==> src/hdl/assert_macros.svh <==
// ----------------------------------------------------------------------------
// assertion macros
// concurrent assertion helpers for the scorer top level
// ----------------------------------------------------------------------------
`ifndef ASSERT_MACROS_SVH
`define ASSERT_MACROS_SVH

// explicit clock and active-low reset
`define HOSD_ASSERT_CLK(name, clk, rstn, prop, msg) \
  name: assert property (@(posedge clk) disable iff (!rstn) prop) \
    else $error(msg);

// default clock and reset of the house style
`define HOSD_ASSERT(name, prop, msg) `HOSD_ASSERT_CLK(name, clk_i, rst_ni, prop, msg)

`endif

==> src/hdl/hosd_pkg.sv <==
// ----------------------------------------------------------------------------
// hosd_pkg
// types, codes and constants of the histogram outlier scorer
// ----------------------------------------------------------------------------
package hosd_pkg;

  localparam int unsigned NUM_LANES    = 4;
  localparam int unsigned BINS_DEFAULT = 256;
  localparam int unsigned ADDR_W       = 8;
  localparam int unsigned ADDR_SPAN    = 256;
  localparam int unsigned SCORE_W      = 16;
  localparam int unsigned BYTE_W       = 8;
  localparam int unsigned PROD_W       = 24;
  localparam int unsigned THR_W        = 24;
  localparam int unsigned SUM_W        = 18;
  localparam int unsigned CFG_W        = 32;
  localparam int unsigned CFG_IDX_W    = 2;
  localparam int unsigned STEP_W       = 3;

  typedef enum logic [2:0] {
    MODE_DETECT = 3'd0,
    MODE_TRAIN  = 3'd1,
    MODE_CALIB  = 3'd2,
    MODE_DUMP   = 3'd3,
    MODE_RESET  = 3'd4,
    MODE_LATCH  = 3'd5,
    MODE_LOAD   = 3'd6
  } mode_e;

  typedef enum logic [CFG_IDX_W-1:0] {
    CFG_SCORE_THR = 2'd0,
    CFG_DELTA_THR = 2'd1,
    CFG_WEIGHTS   = 2'd2,
    CFG_PENALTY   = 2'd3
  } cfg_idx_e;

  localparam logic [CFG_W-1:0]   WEIGHTS_RST = 32'h373A_5D32;
  localparam logic [SCORE_W-1:0] PENALTY_RST = 16'd5632;

  localparam logic [BYTE_W-1:0] BYTE_HDR  = 8'hFE;
  localparam logic [BYTE_W-1:0] BYTE_ACK  = 8'hFF;
  localparam logic [BYTE_W-1:0] BYTE_TAIL = 8'hFF;
  localparam logic [BYTE_W-1:0] BYTE_HIT  = 8'h01;
  localparam logic [BYTE_W-1:0] BYTE_MISS = 8'h00;

  // telemetry sequencer steps
  localparam logic [STEP_W-1:0] DSTEP_IDLE = 3'd0;
  localparam logic [STEP_W-1:0] DSTEP_HDR  = 3'd1;
  localparam logic [STEP_W-1:0] DSTEP_B0   = 3'd2;
  localparam logic [STEP_W-1:0] DSTEP_B1   = 3'd3;
  localparam logic [STEP_W-1:0] DSTEP_B2   = 3'd4;
  localparam logic [STEP_W-1:0] DSTEP_TAIL = 3'd5;

  // per-stage request tag travelling alongside the lanes
  typedef struct packed {
    logic              vld;
    logic              detect;
    logic [BYTE_W-1:0] rbyte;
    logic [THR_W-1:0]  thr;
  } stage_t;

  function automatic logic [BYTE_W-1:0] telemetry_byte(input logic [STEP_W-1:0] step,
                                                       input logic [THR_W-1:0]  thr);
    logic [BYTE_W-1:0] b;
    case (step)
      DSTEP_HDR: b = BYTE_HDR;
      DSTEP_B0:  b = thr[7:0];
      DSTEP_B1:  b = thr[15:8];
      DSTEP_B2:  b = thr[23:16];
      default:   b = BYTE_TAIL;
    endcase
    return b;
  endfunction

endpackage

==> src/hdl/hosd_merge.sv <==
// ----------------------------------------------------------------------------
// hosd_merge
// sums the lane products, compares with the threshold, holds the result
// ----------------------------------------------------------------------------
module hosd_merge (
  input  logic                         clk_i,
  input  logic                         rst_ni,
  input  logic                         adv_i,
  input  hosd_pkg::stage_t             s2_i,
  input  logic [hosd_pkg::SCORE_W-1:0] prod_i [hosd_pkg::NUM_LANES],
  output logic                         out_valid_o,
  output logic [hosd_pkg::BYTE_W-1:0]  out_byte_o
);

  logic [hosd_pkg::SUM_W-1:0]  sum;
  logic                        hit;
  logic [hosd_pkg::BYTE_W-1:0] byte_d, byte_q;
  logic                        vld_q;

  always_comb begin
    sum = '0;
    for (int l = 0; l < hosd_pkg::NUM_LANES; l++) begin
      sum = sum + hosd_pkg::SUM_W'(prod_i[l]);
    end
    hit    = (hosd_pkg::THR_W'(sum) >= s2_i.thr);
    byte_d = s2_i.detect ? (hit ? hosd_pkg::BYTE_HIT : hosd_pkg::BYTE_MISS) : s2_i.rbyte;
  end

  always_ff @(posedge clk_i or negedge rst_ni) begin
    if (!rst_ni) begin
      vld_q <= 1'b0;
    end else if (adv_i) begin
      vld_q <= s2_i.vld;
    end
  end

  always_ff @(posedge clk_i) begin
    if (adv_i) begin
      byte_q <= byte_d;
    end
  end

  assign out_valid_o = vld_q;
  assign out_byte_o  = byte_q;

endmodule
==> config.mk <==
export PLATFORM = sky130hd
export DESIGN_NAME = hosd_merge
export DESIGN_NICKNAME = d
export VERILOG_FILES = /design/src/hdl/assert_macros.svh /design/src/hdl/hosd_pkg.sv /design/src/hdl/hosd_merge.sv
export SDC_FILE = /design/constraint.sdc
export NUM_CORES = 1
export LEC_CHECK = 0
export BUFFER_PORTS_ARGS = -buffer_cell sky130_fd_sc_hd__buf_4
export CORE_UTILIZATION = 40
export DETAILED_ROUTE_END_ITERATION = 8
export PLACE_DENSITY = 0.72
export SETUP_SLACK_MARGIN = 0.5
export SYNTH_ARGS = -nofsm -noshare
export SYNTH_HDL_FRONTEND = slang
export SYNTH_SLANG_ARGS = --single-unit
==> constraint.sdc <==
create_clock -name clk_i -period 0.8 [get_ports clk_i]
set_clock_uncertainty 0.1 [all_clocks]
set_input_delay 0.04 -clock clk_i [delete_from_list [all_inputs] [get_ports clk_i]]
set_output_delay 0.04 -clock clk_i [all_outputs]
set_load 0.01 [all_outputs]
---- Word-level counts from Yosys, hierarchy flattened ----
Cells that the tools add are included.
Widths: inputs -> output; s select.
cells by class
  shift operators ......................... 0
  $add $sub $neg .......................... 3
  divide/modulo/power cells ............... 0
  $mul .................................... 0
  mux-type cells .......................... 2
  $lt $le $gt $ge ......................... 1
  bitwise gates (word level) .............. 0
  equal/unequal tests ..................... 0
  reduce and logical (&&, ||, !) cells .... 0
operators by type and width
  kind            number
  $ge 18x24->1    1
  $add 17x16->18  1
  $add 18x16->18  1
  $add 16x16->17  1
  $mux 8          1
  $mux 1          1
storage, ports and cells
  memories kept ........................... 0
  output and inout port bits .............. 9
  memory bits (read-only) ................. 0
  flip-flop bits (word level) ............. 9
  RAM bits ................................ 0
  bits in latches ......................... 0

---- Longest topological paths before layout ----
Gate-level depths: netlist of run 1.
  depth in word-level cells ............... 6
  depth in mapped cells ................... 20
  gate-level depth less buffers ........... 20

---- Worst setup path after synthesis of run 1 ----
No wires, ideal clock.
  path kind ............................... in2reg
  start ................................... in prod_i[2] in the netlist's numbering
  end ..................................... reg byte_q (netlist bit out_byte_o[0]) (data pin)
  data required time ...................... 439 ps
  setup slack ............................. -3094 ps
  data arrival time ....................... 3533 ps
  path buffers ............................ 0
  stages .................................. 17
  cell sequence ........................... inv_1 -> fa_1 -> fa_1 -> inv_1 -> ha_1 -> a211oi_2 -> o21ai_2 -> o2111a_1 -> a2111oi_4 -> a21oi_2 -> xor2_1 -> ha_1 -> nor2b_1 -> o21ai_0 -> a21oi_1 -> nor3b_1 -> a21oi_1
between the ends
  longest elaborated chain between the ends .. 4
RTL lines
  what                    RTL line          RTL
  start: declaration      hosd_merge.sv:10  input logic [hosd_pkg::SCORE_W-1:0] prod_i [hosd_pkg::NUM_LANES],
  $add 18x16->18          hosd_merge.sv:23  sum = sum + hosd_pkg::SUM_W'(prod_i[l]);
  $ge 18x24->1            hosd_merge.sv:25  hit = (hosd_pkg::THR_W'(sum) >= s2_i.thr);
  $mux 1                  hosd_merge.sv:26  byte_d = s2_i.detect ? (hit ? hosd_pkg::BYTE_HIT : hosd_pkg::BYTE_MISS) : s2_i.rbyte;
  $mux 8                  hosd_merge.sv:26
  net byte_d (one bit)    hosd_merge.sv:17  logic [hosd_pkg::BYTE_W-1:0] byte_d, byte_q;
  end signal: assignment  hosd_merge.sv:39  byte_q <= byte_d;
  end: declaration        hosd_merge.sv:17
The timed path passes the listed nets, and every way through them passes these cells.
A chain may end at the register's enable or synchronous reset.

---- Worst setup path after layout of run 1 ----
  start ................................... in prod_i[33] in the netlist's numbering
  end ..................................... reg byte_q (netlist bit out_byte_o[0]) (data pin)
between the ends
  longest elaborated chain between the ends .. 6
RTL lines
  what                  RTL line
  $add 16x16->17        hosd_merge.sv:23
  $add 17x16->18        hosd_merge.sv:23
  $add 18x16->18        hosd_merge.sv:23
  $ge 18x24->1          hosd_merge.sv:25
  $mux 1                hosd_merge.sv:26
  $mux 8                hosd_merge.sv:26
  net byte_d (one bit)  hosd_merge.sv:17
The timed path passes the listed nets, and every way through them passes these cells.

==> flow_summary.toml, run 1 <==
[clock_tree]
cts_tree = "built"
cts.sinks = 9
cts.clk_slew.worst_paths_ps = 40
cts_buffer_depth = 2
cts_buffers = 3
clockRootBuffer = "clkbuf_8"
clk_latency_ps = 230
htree_levels = 1

[placed_design]
place_ws_ps = -3333
portBuffers = 109
place.gp.congestion = 0.8346
dp_hpwl_um = 5125

[timing]
timing.hold.ws_ps = -521.0
finalCritPeriodShare_pct = 465.6
drv_slew = 0
rsz0062_at_grt = "yes"
setup_ws_ps = -2925
tightestPinTransition_ps = 364.8
maxSlewHeadroom_pct = 75.68
period_minus_slack_ps = 3725
fmax_mhz = 268.4
finalHoldViolations = 2
setup_viol_count_final = 11
tns_ps = -3633

[route]
drt_pre_antenna_iters = 4
num_vias = 2431
drtAntennaViolNets = 0
wirelength_um = 5562
wl_per_cell_um = 10.42
drt-initial-drc-count = 23
drc = 0
drt-vias-per-instance = 4.552

[yosys]
syn_inst = 298
syn-num-nets = 466
synth_commonest_cells = "102 x inv_1, 35 x ha_1, 32 x fa_1"
syn_avg_cell_area_um2 = 8.364
ys.flop_type = "edfxtp_1"
synth-seq-cells = 9
yosys.area.top_type = "fa_1"
syn-cell-area_um2 = 2492
yosysMostFrequentCell = "inv_1"
synth_edf_count = 8
yosys-top-cells-area = "fa_1 26%, ha_1 18%, inv_1 15%"
ys_seq_area_share_pct = 10.64
yosys.cell_types.count = 39
synthArstFlopShare_pct = 11.11
synth.top_cell.area_share_pct = 25.70
synth_warnings = 0

[power_and_ir_drop]
p_leak_nw = 2.208
powerDensity_nw_per_um2 = 1932
peakVddDrop_mv = 0.8672

[status]
failed_checks = "hold timing, setup timing"
status = "finished with violations"

[final_layout]
final_nets = 628
fillers = 527
syn_to_final_growth_pct = 59.14
seqCellArea_um2 = 265.3
final_core_utilization_pct = 66.60
drive_above_1_share_pct = 40.74
antenna_cells = 0
multi_input_comb_area_um2 = 1922

[floorplanning]
pin_count = 110
initial_core_util_pct = 41.85
fp-row-count = 28
die_w_um = 80.94
design.core.area_um2 = 5956
die-area_um2 = 6550
dieHeight_um = 80.94

[worst_setup_path]
cp-start-kind = "input pin"
required_ps = 670
reg2reg_depth = 1
critical_path.max_fanout = 3
path_class = "input pin to flop"
arrival_ps = 3600
cp-end-kind = "flop"

[job]
drv_cap = 0

[global_route]
busiest_layer = "met2"
grt_util_all_layers_pct = 17.58
groute.layer.met1.usage_pct = 19.89
grt_max_degree = 8
grt_use_met3_pct = 0.7865
antenna_found_initial = 0
globalRouteMet2Util_pct = 36.47
grt_pass1_wl_um = 9404
grt_pass1_vias = 2497
grt.overflow.total = 0

[hold_path]
hp-class = "input pin to asynchronous set/reset pin"
==> final timing paths <==
kind                                         startpoint                 endpoint  slack [ps]
worst max-delay path                         prod_i[33]  out_byte_o[0]$_DFFE_PP_       -2930
worst min-delay path                             rst_ni  out_valid_o$_DFFE_PN0P_        -520
worst max register to register  out_valid_o$_DFFE_PN0P_  out_valid_o$_DFFE_PN0P_         -70
worst min register to register  out_valid_o$_DFFE_PN0P_  out_valid_o$_DFFE_PN0P_         450
max in group asynchronous                        rst_ni  out_valid_o$_DFFE_PN0P_        1040
min in group clk_i                             s2_i[33]  out_valid_o$_DFFE_PN0P_         -40
==> registers in the layout, summed over array words and instances (netlist names) <==
name,cells
out_byte_o,8
out_valid_o,1
==> power by group <==
group          switching (W)  total [W]  leakage [nW]  internal, W
Clock               0.000164   0.000510        0.0228     0.000346
Sequential         0.0000200   0.000584        0.0888     0.000564
Combinational        0.00307    0.00657          2.10      0.00350
Total                0.00325    0.00766          2.21      0.00441
==> per-stage QoR <==
stage | instances | instance area, um^2 | power, W
after CTS | 533 | 3897 | 0.007596
after global routing | 534 | 3966 | 0.008524
after detailed placement | 528 | 3787 | 0.006858
after global placement | 528 | 3787 | 0.006583
final | 534 | 3966 | 0.007662
after floorplan | 298 | 2530 | 0.004435
==> worst max-delay path: stages <==
cell	delay [ps]
buf_6	90
inv_8	30
fa_2	570
fa_1	410
inv_1	70
ha_2	180
inv_2	40
fa_2	350
nor2b_2	130
o21ai_2	80
a211oi_2	310
nor2_2	80
o21ai_2	130
xor2_1	160
ha_1	270
a21oi_2	130
nor2b_1	50
o21ai_1	130
a21oi_1	80
nor3b_1	170
a21oi_1	80
==> cells in the final DEF, fill, tap and decap left out, types with 7 or more instances in the layout <==
master / count
buf_4: 141
inv_1: 98
ha_1: 32
fa_1: 29
a21oi_1: 15
buf_6: 13
nor2_1: 10
nand2_1: 9
xnor2_1: 8
nor2b_1: 8
edfxtp_1: 8
o21ai_0: 7
==> cell families after synthesis <==
family	share of synthesized area, %
xor+xnor	4.217
simple gates	11.04
flops	10.64
mux	0.4518
compound gates	15.01
fa+ha+maj	43.27
buf+inv	15.36
==> layout make-up <==
cell class	count	share of cell area, %
Clock buffer	4	1.136
Sequential cell	9	6.688
Inverter	102	9.842
Timing Repair Buffer	157	31.51
Tap cell	75	2.366
Multi-Input combinational cell	187	48.45
==> layer usage <==
| layer | wire, um | part of all wire [%] | up-vias |
|---|---|---|---|
| li1 | - | - | 1264 |
| met1 | 2273 | 41 | 1103 |
| met2 | 3023 | 54 | 64 |
| met3 | 265 | 4.8 | 0 |
| met4 | 0 | 0 | 0 |
| met5 | 0 | 0 | - |
==> repair_timing <==
action	4_1_cts	5_1_grt
buffers inserted	1	1
pin swaps	6	3
hold endpoints to repair	3	2
endpoints found under the setup margin	26	25
resized for setup	18	19
Note: power is estimated with default switching activity, not from simulation.
==> inputs of run 2 (changes only) <==
- SETUP_SLACK_MARGIN: 0.5 -> 0.02
==> flow_summary.toml, run 2 (synthesis results as in run 1) <==
[status]
status = "finished with violations"
failed_checks = "hold timing, setup timing"

[clock_tree]
cts.clk_slew.worst_paths_ps = 40
htree_levels = 1
cts_buffers = 3
clk_latency_ps = 220
cts_tree = "built"
postCtsHoldBufs = 1
cts.sinks = 9
cts_buffer_depth = 2
clockRootBuffer = "clkbuf_8"

[global_route]
grt_max_degree = 8
grt_pass1_vias = 2523
grt.overflow.total = 0
grt_pass1_wl_um = 9522
antenna_found_initial = 0
grt_util_all_layers_pct = 17.84

[placed_design]
dp_hpwl_um = 5125
place.gp.congestion = 0.8346
portBuffers = 109

[final_layout]
multi_input_comb_area_um2 = 1907
fillers = 538
seqCellArea_um2 = 265.3
final_core_utilization_pct = 65.82
final_cell_mix = "146 x buf_4, 98 x inv_1, 32 x ha_1"
final_nets = 628
largest_reg_flops = 8
syn_to_final_growth_pct = 57.28
antenna_cells = 0
drive_above_1_share_pct = 40.09
final_common_cell = "buf_4"

[timing]
drv_slew = 0
finalCritPeriodShare_pct = 466.2
rsz0062_at_grt = "yes"
maxSlewHeadroom_pct = 75.68
tightestPinTransition_ps = 364.8
finalHoldViolations = 2
setup_ws_ps = -2930
timing.hold.ws_ps = -46.31
setup_viol_count_final = 11
fmax_mhz = 268.1
period_minus_slack_ps = 3730

[power_and_ir_drop]
p_leak_nw = 2.186
peakVddDrop_mv = 0.8688
powerDensity_nw_per_um2 = 1948

[worst_setup_path]
path_class = "input pin to flop"
critical_path.max_fanout = 3
reg2reg_slack_ps = -70
cp-start-kind = "input pin"
required_ps = 670
arrival_ps = 3600
cp-end-kind = "flop"

[floorplanning]
pin_count = 110
dieHeight_um = 80.94
die-area_um2 = 6550
fp-row-count = 28
initial_core_util_pct = 41.85
die_w_um = 80.94
design.core.area_um2 = 5956

[route]
drc = 0
drt-initial-drc-count = 20
wl_per_cell_um = 10.58
wirelength_um = 5651
drt_pre_antenna_iters = 4
num_vias = 2432
drt-vias-per-instance = 4.554
drtAntennaViolNets = 0

[hold_path]
hp-class = "input pin to flop"

[job]
drv_cap = 0
## run 2: cell types whose count changed in the layout (fill, tap and decap cells not counted)
cell and delta:
buf_6 -3, buf_4 +5, buf_8 -3, dlygate4sd3_1 +1
nor2b_4 -2, nor2b_1 +2
## run 2: metrics by stage
step | total power, W | instances | setup slack [ps] | instance area, um^2 | TNS, ps
2_1_floorplan | 0.004435 | 298 | -2931 | 2530 | -3000
3_3_place_gp | 0.006583 | 528 | -3168 | 3787 | -3199
3_5_place_dp | 0.006858 | 528 | -3333 | 3787 | -3379
4_1_cts | 0.007586 | 534 | -2931 | 3881 | -3674
5_1_grt | 0.008503 | 534 | -3144 | 3920 | -4049
6_report | 0.007636 | 534 | -2930 | 3920 | -3636
## run 2: final cells by class
type / instances / area share (%)
multi-input cells: 187 / 48.64
repair buffers: 157 / 31.09
inverters: 102 / 9.958
flip-flops and latches: 9 / 6.767
well taps: 75 / 2.394
clock buffers: 4 / 1.149
## run 2: final timing paths
path,start,end,depth (start not counted)
min,adv_i,out_byte_o[3]$_SDFFCE_PP0P_,1
min reg2reg,out_valid_o$_DFFE_PN0P_,out_valid_o$_DFFE_PN0P_,1
max reg2reg,out_valid_o$_DFFE_PN0P_,out_valid_o$_DFFE_PN0P_,1
min in group asynchronous,rst_ni,out_valid_o$_DFFE_PN0P_,2
max,prod_i[33],out_byte_o[0]$_DFFE_PP_,21
max in group asynchronous,rst_ni,out_valid_o$_DFFE_PN0P_,2
## run 2: layer usage
layer	vias to the layer above	track usage [%]	routed length, um
met3	0	0.8989	270
met1	1107	19.75	2269
met5	-	0	0
met2	64	37.31	3111
li1	1261	-	-
met4	0	2.321	0
## run 2: report_power, final
| part | internal (W) | switching, W | leakage, nW |
|---|---|---|---|
| combinational | 0.00348 | 0.00306 | 2.07 |
| clock | 0.000345 | 0.000159 | 0.0228 |
| sequential | 0.000564 | 0.0000196 | 0.0888 |
## run 2: what timing repair did
| item | 4_1_cts | 5_1_grt |
|---|---|---|
| setup endpoints to repair | 11 | 11 |
| endpoints found under the hold margin | 3 | 2 |
| gates resized for setup | 11 | 13 |
| cloned | 0 | 0 |
| buffers inserted | 1 | 0 |
| pin swaps | 6 | 3 |
## run 2: critical path, cell delays in order
cell	delay (ps)
buf_6	90
inv_8	30
fa_2	570
fa_1	420
inv_1	70
ha_2	180
inv_2	40
fa_2	350
nor2b_2	130
o21ai_2	80
a211oi_2	310
nor2_2	80
o21ai_2	130
xor2_1	160
ha_1	270
a21oi_2	130
nor2b_1	50
o21ai_1	130
a21oi_1	80
nor3b_1	170
a21oi_1	80
==> inputs of run 3 (changes only) <==
- CORE_UTILIZATION: 40 -> 44
- MAX_ROUTING_LAYER: default -> met4
- PLACE_DENSITY: 0.72 -> 0.78
==> flow_summary.toml, run 3 (synthesis results as in run 1) <==
[worst_setup_path]
critical_path.max_fanout = 3
crit_family = "adder cells"
cp_slowest_cell = "fa_1"
cp-start-kind = "input pin"
arrival_ps = 3550
cp_cell_sequence = "buf_6 > inv_2 > fa_1 > fa_1 > inv_1 > ha_2 > inv_2 > fa_2 > nor2b_2 > o21ai_2 > a211oi_2 > nor2_1 > o21ai_1 > xor2_1 > ha_1 > a21oi_1 > nor2b_1 > o21ai_1 > a21oi_2 > nor3b_2 > a21oi_1"
required_ps = 670
max_stage_delay_ps = 570
path_class = "input pin to flop"
worst-path-buf-inv = 4
cp-end-kind = "flop"

[timing]
tightestPinTransition_ps = 352.9
finalCritPeriodShare_pct = 459.4
finalHoldViolations = 5
timing.hold.ws_ps = -50.13
setup_viol_count_final = 11
drv_slew = 0
maxSlewHeadroom_pct = 75.87
fmax_mhz = 272.1
setup_ws_ps = -2875
period_minus_slack_ps = 3675
rsz0062_at_grt = "yes"

[floorplanning]
dieHeight_um = 77.27
design.core.area_um2 = 5473
die_w_um = 77.27
initial_core_util_pct = 45.54
fp-row-count = 27
die-area_um2 = 5970
pin_count = 110

[clock_tree]
cts_buffers = 3
clk_latency_ps = 230
postCtsHoldBufs = 1
cts.clk_slew.worst_paths_ps = 50
clockRootBuffer = "clkbuf_8"
cts.sinks = 9
cts_buffer_depth = 2
cts_tree = "built"
htree_levels = 1

[final_layout]
drive_above_1_share_pct = 40.31
antenna_cells = 0
final_common_cell = "buf_4"
final_nets = 628
final_cell_mix = "146 x buf_4, 96 x inv_1, 32 x ha_1"
syn_to_final_growth_pct = 56.93
instances_no_fill = 531
final_core_utilization_pct = 71.47
largest_reg_flops = 8
fillers = 468

[power_and_ir_drop]
p_leak_nw = 2.183
p_total_w = 0.007534
peakVddDrop_mv = 0.8146
powerDensity_nw_per_um2 = 1926

[global_route]
grt.overflow.total = 0
grt_util_all_layers_pct = 20.17
antenna_found_initial = 0
grt_pass1_wl_um = 9908
grt_pass1_vias = 2603
grt_max_degree = 8

[status]
status = "finished with violations"
failed_checks = "hold timing, setup timing"

[route]
drt-vias-per-instance = 4.659
drt_pre_antenna_iters = 4
num_vias = 2474
drtAntennaViolNets = 0
drc = 0
wirelength_um = 5514
wl_per_cell_um = 10.38
drt-initial-drc-count = 41

[placed_design]
place_ws_ps = -3389
portBuffers = 109
dp_hpwl_um = 5061
dp_cells = 525
place.gp.congestion = 0.8600

[job]
drv_cap = 0

[hold_path]
hp-class = "input pin to flop"
## run 3: cell type report
type	count	area, um^2	share of cell area [%]
repair buffers	157	1219	31.16
inverters	102	390.4	9.981
well taps	72	90.09	2.303
flip-flops and latches	9	265.3	6.782
multi-input cells	187	1902	48.62
clock buffers	4	45.04	1.152
## run 3: what timing repair did
item / 4_1_cts / 5_1_grt
resized for setup: 14 / 8
pin swaps: 14 / 1
setup buffers: 1 / 0
endpoints found under the setup margin: 11 / 11
hold endpoints to repair: 6 / 5
## run 3: per-layer routing
layer | up-vias | GRT usage [%] | wire (um)
met5 | - | - | 0
li1 | 1261 | - | -
met3 | 0 | 1.071 | 198
met4 | 0 | 2.642 | 0
met2 | 69 | 40.35 | 3079
met1 | 1144 | 22.06 | 2236
## run 3: metrics by stage
step	cell area, um^2	setup TNS [ps]
final	3911	-3591
after global routing	3911	-4007
after CTS	3889	-3639
after detailed placement	3784	-3420
after global placement	3784	-3184
after floorplan	2530	-3000
## run 3: path summary, 6_finish.rpt
path / from / to / slack [ps] / cells past startpoint
setup / recovery: prod_i[1] / out_byte_o[0]$_DFFE_PP_ / -2880 / 21
hold / removal: s2_i[33] / out_valid_o$_DFFE_PN0P_ / -50 / 2
setup reg to reg: out_valid_o$_DFFE_PN0P_ / out_valid_o$_DFFE_PN0P_ / -50 / 1
hold reg to reg: out_valid_o$_DFFE_PN0P_ / out_valid_o$_DFFE_PN0P_ / 430 / 1
max in group asynchronous: rst_ni / out_valid_o$_DFFE_PN0P_ / 470 / 2
min in group asynchronous: rst_ni / out_valid_o$_DFFE_PN0P_ / 50 / 2
## run 3: power breakdown
| part | internal, W | switching, W |
|---|---|---|
| registers | 0.000563 | 0.0000197 |
| logic | 0.00344 | 0.00299 |
| clock network | 0.000347 | 0.000172 |
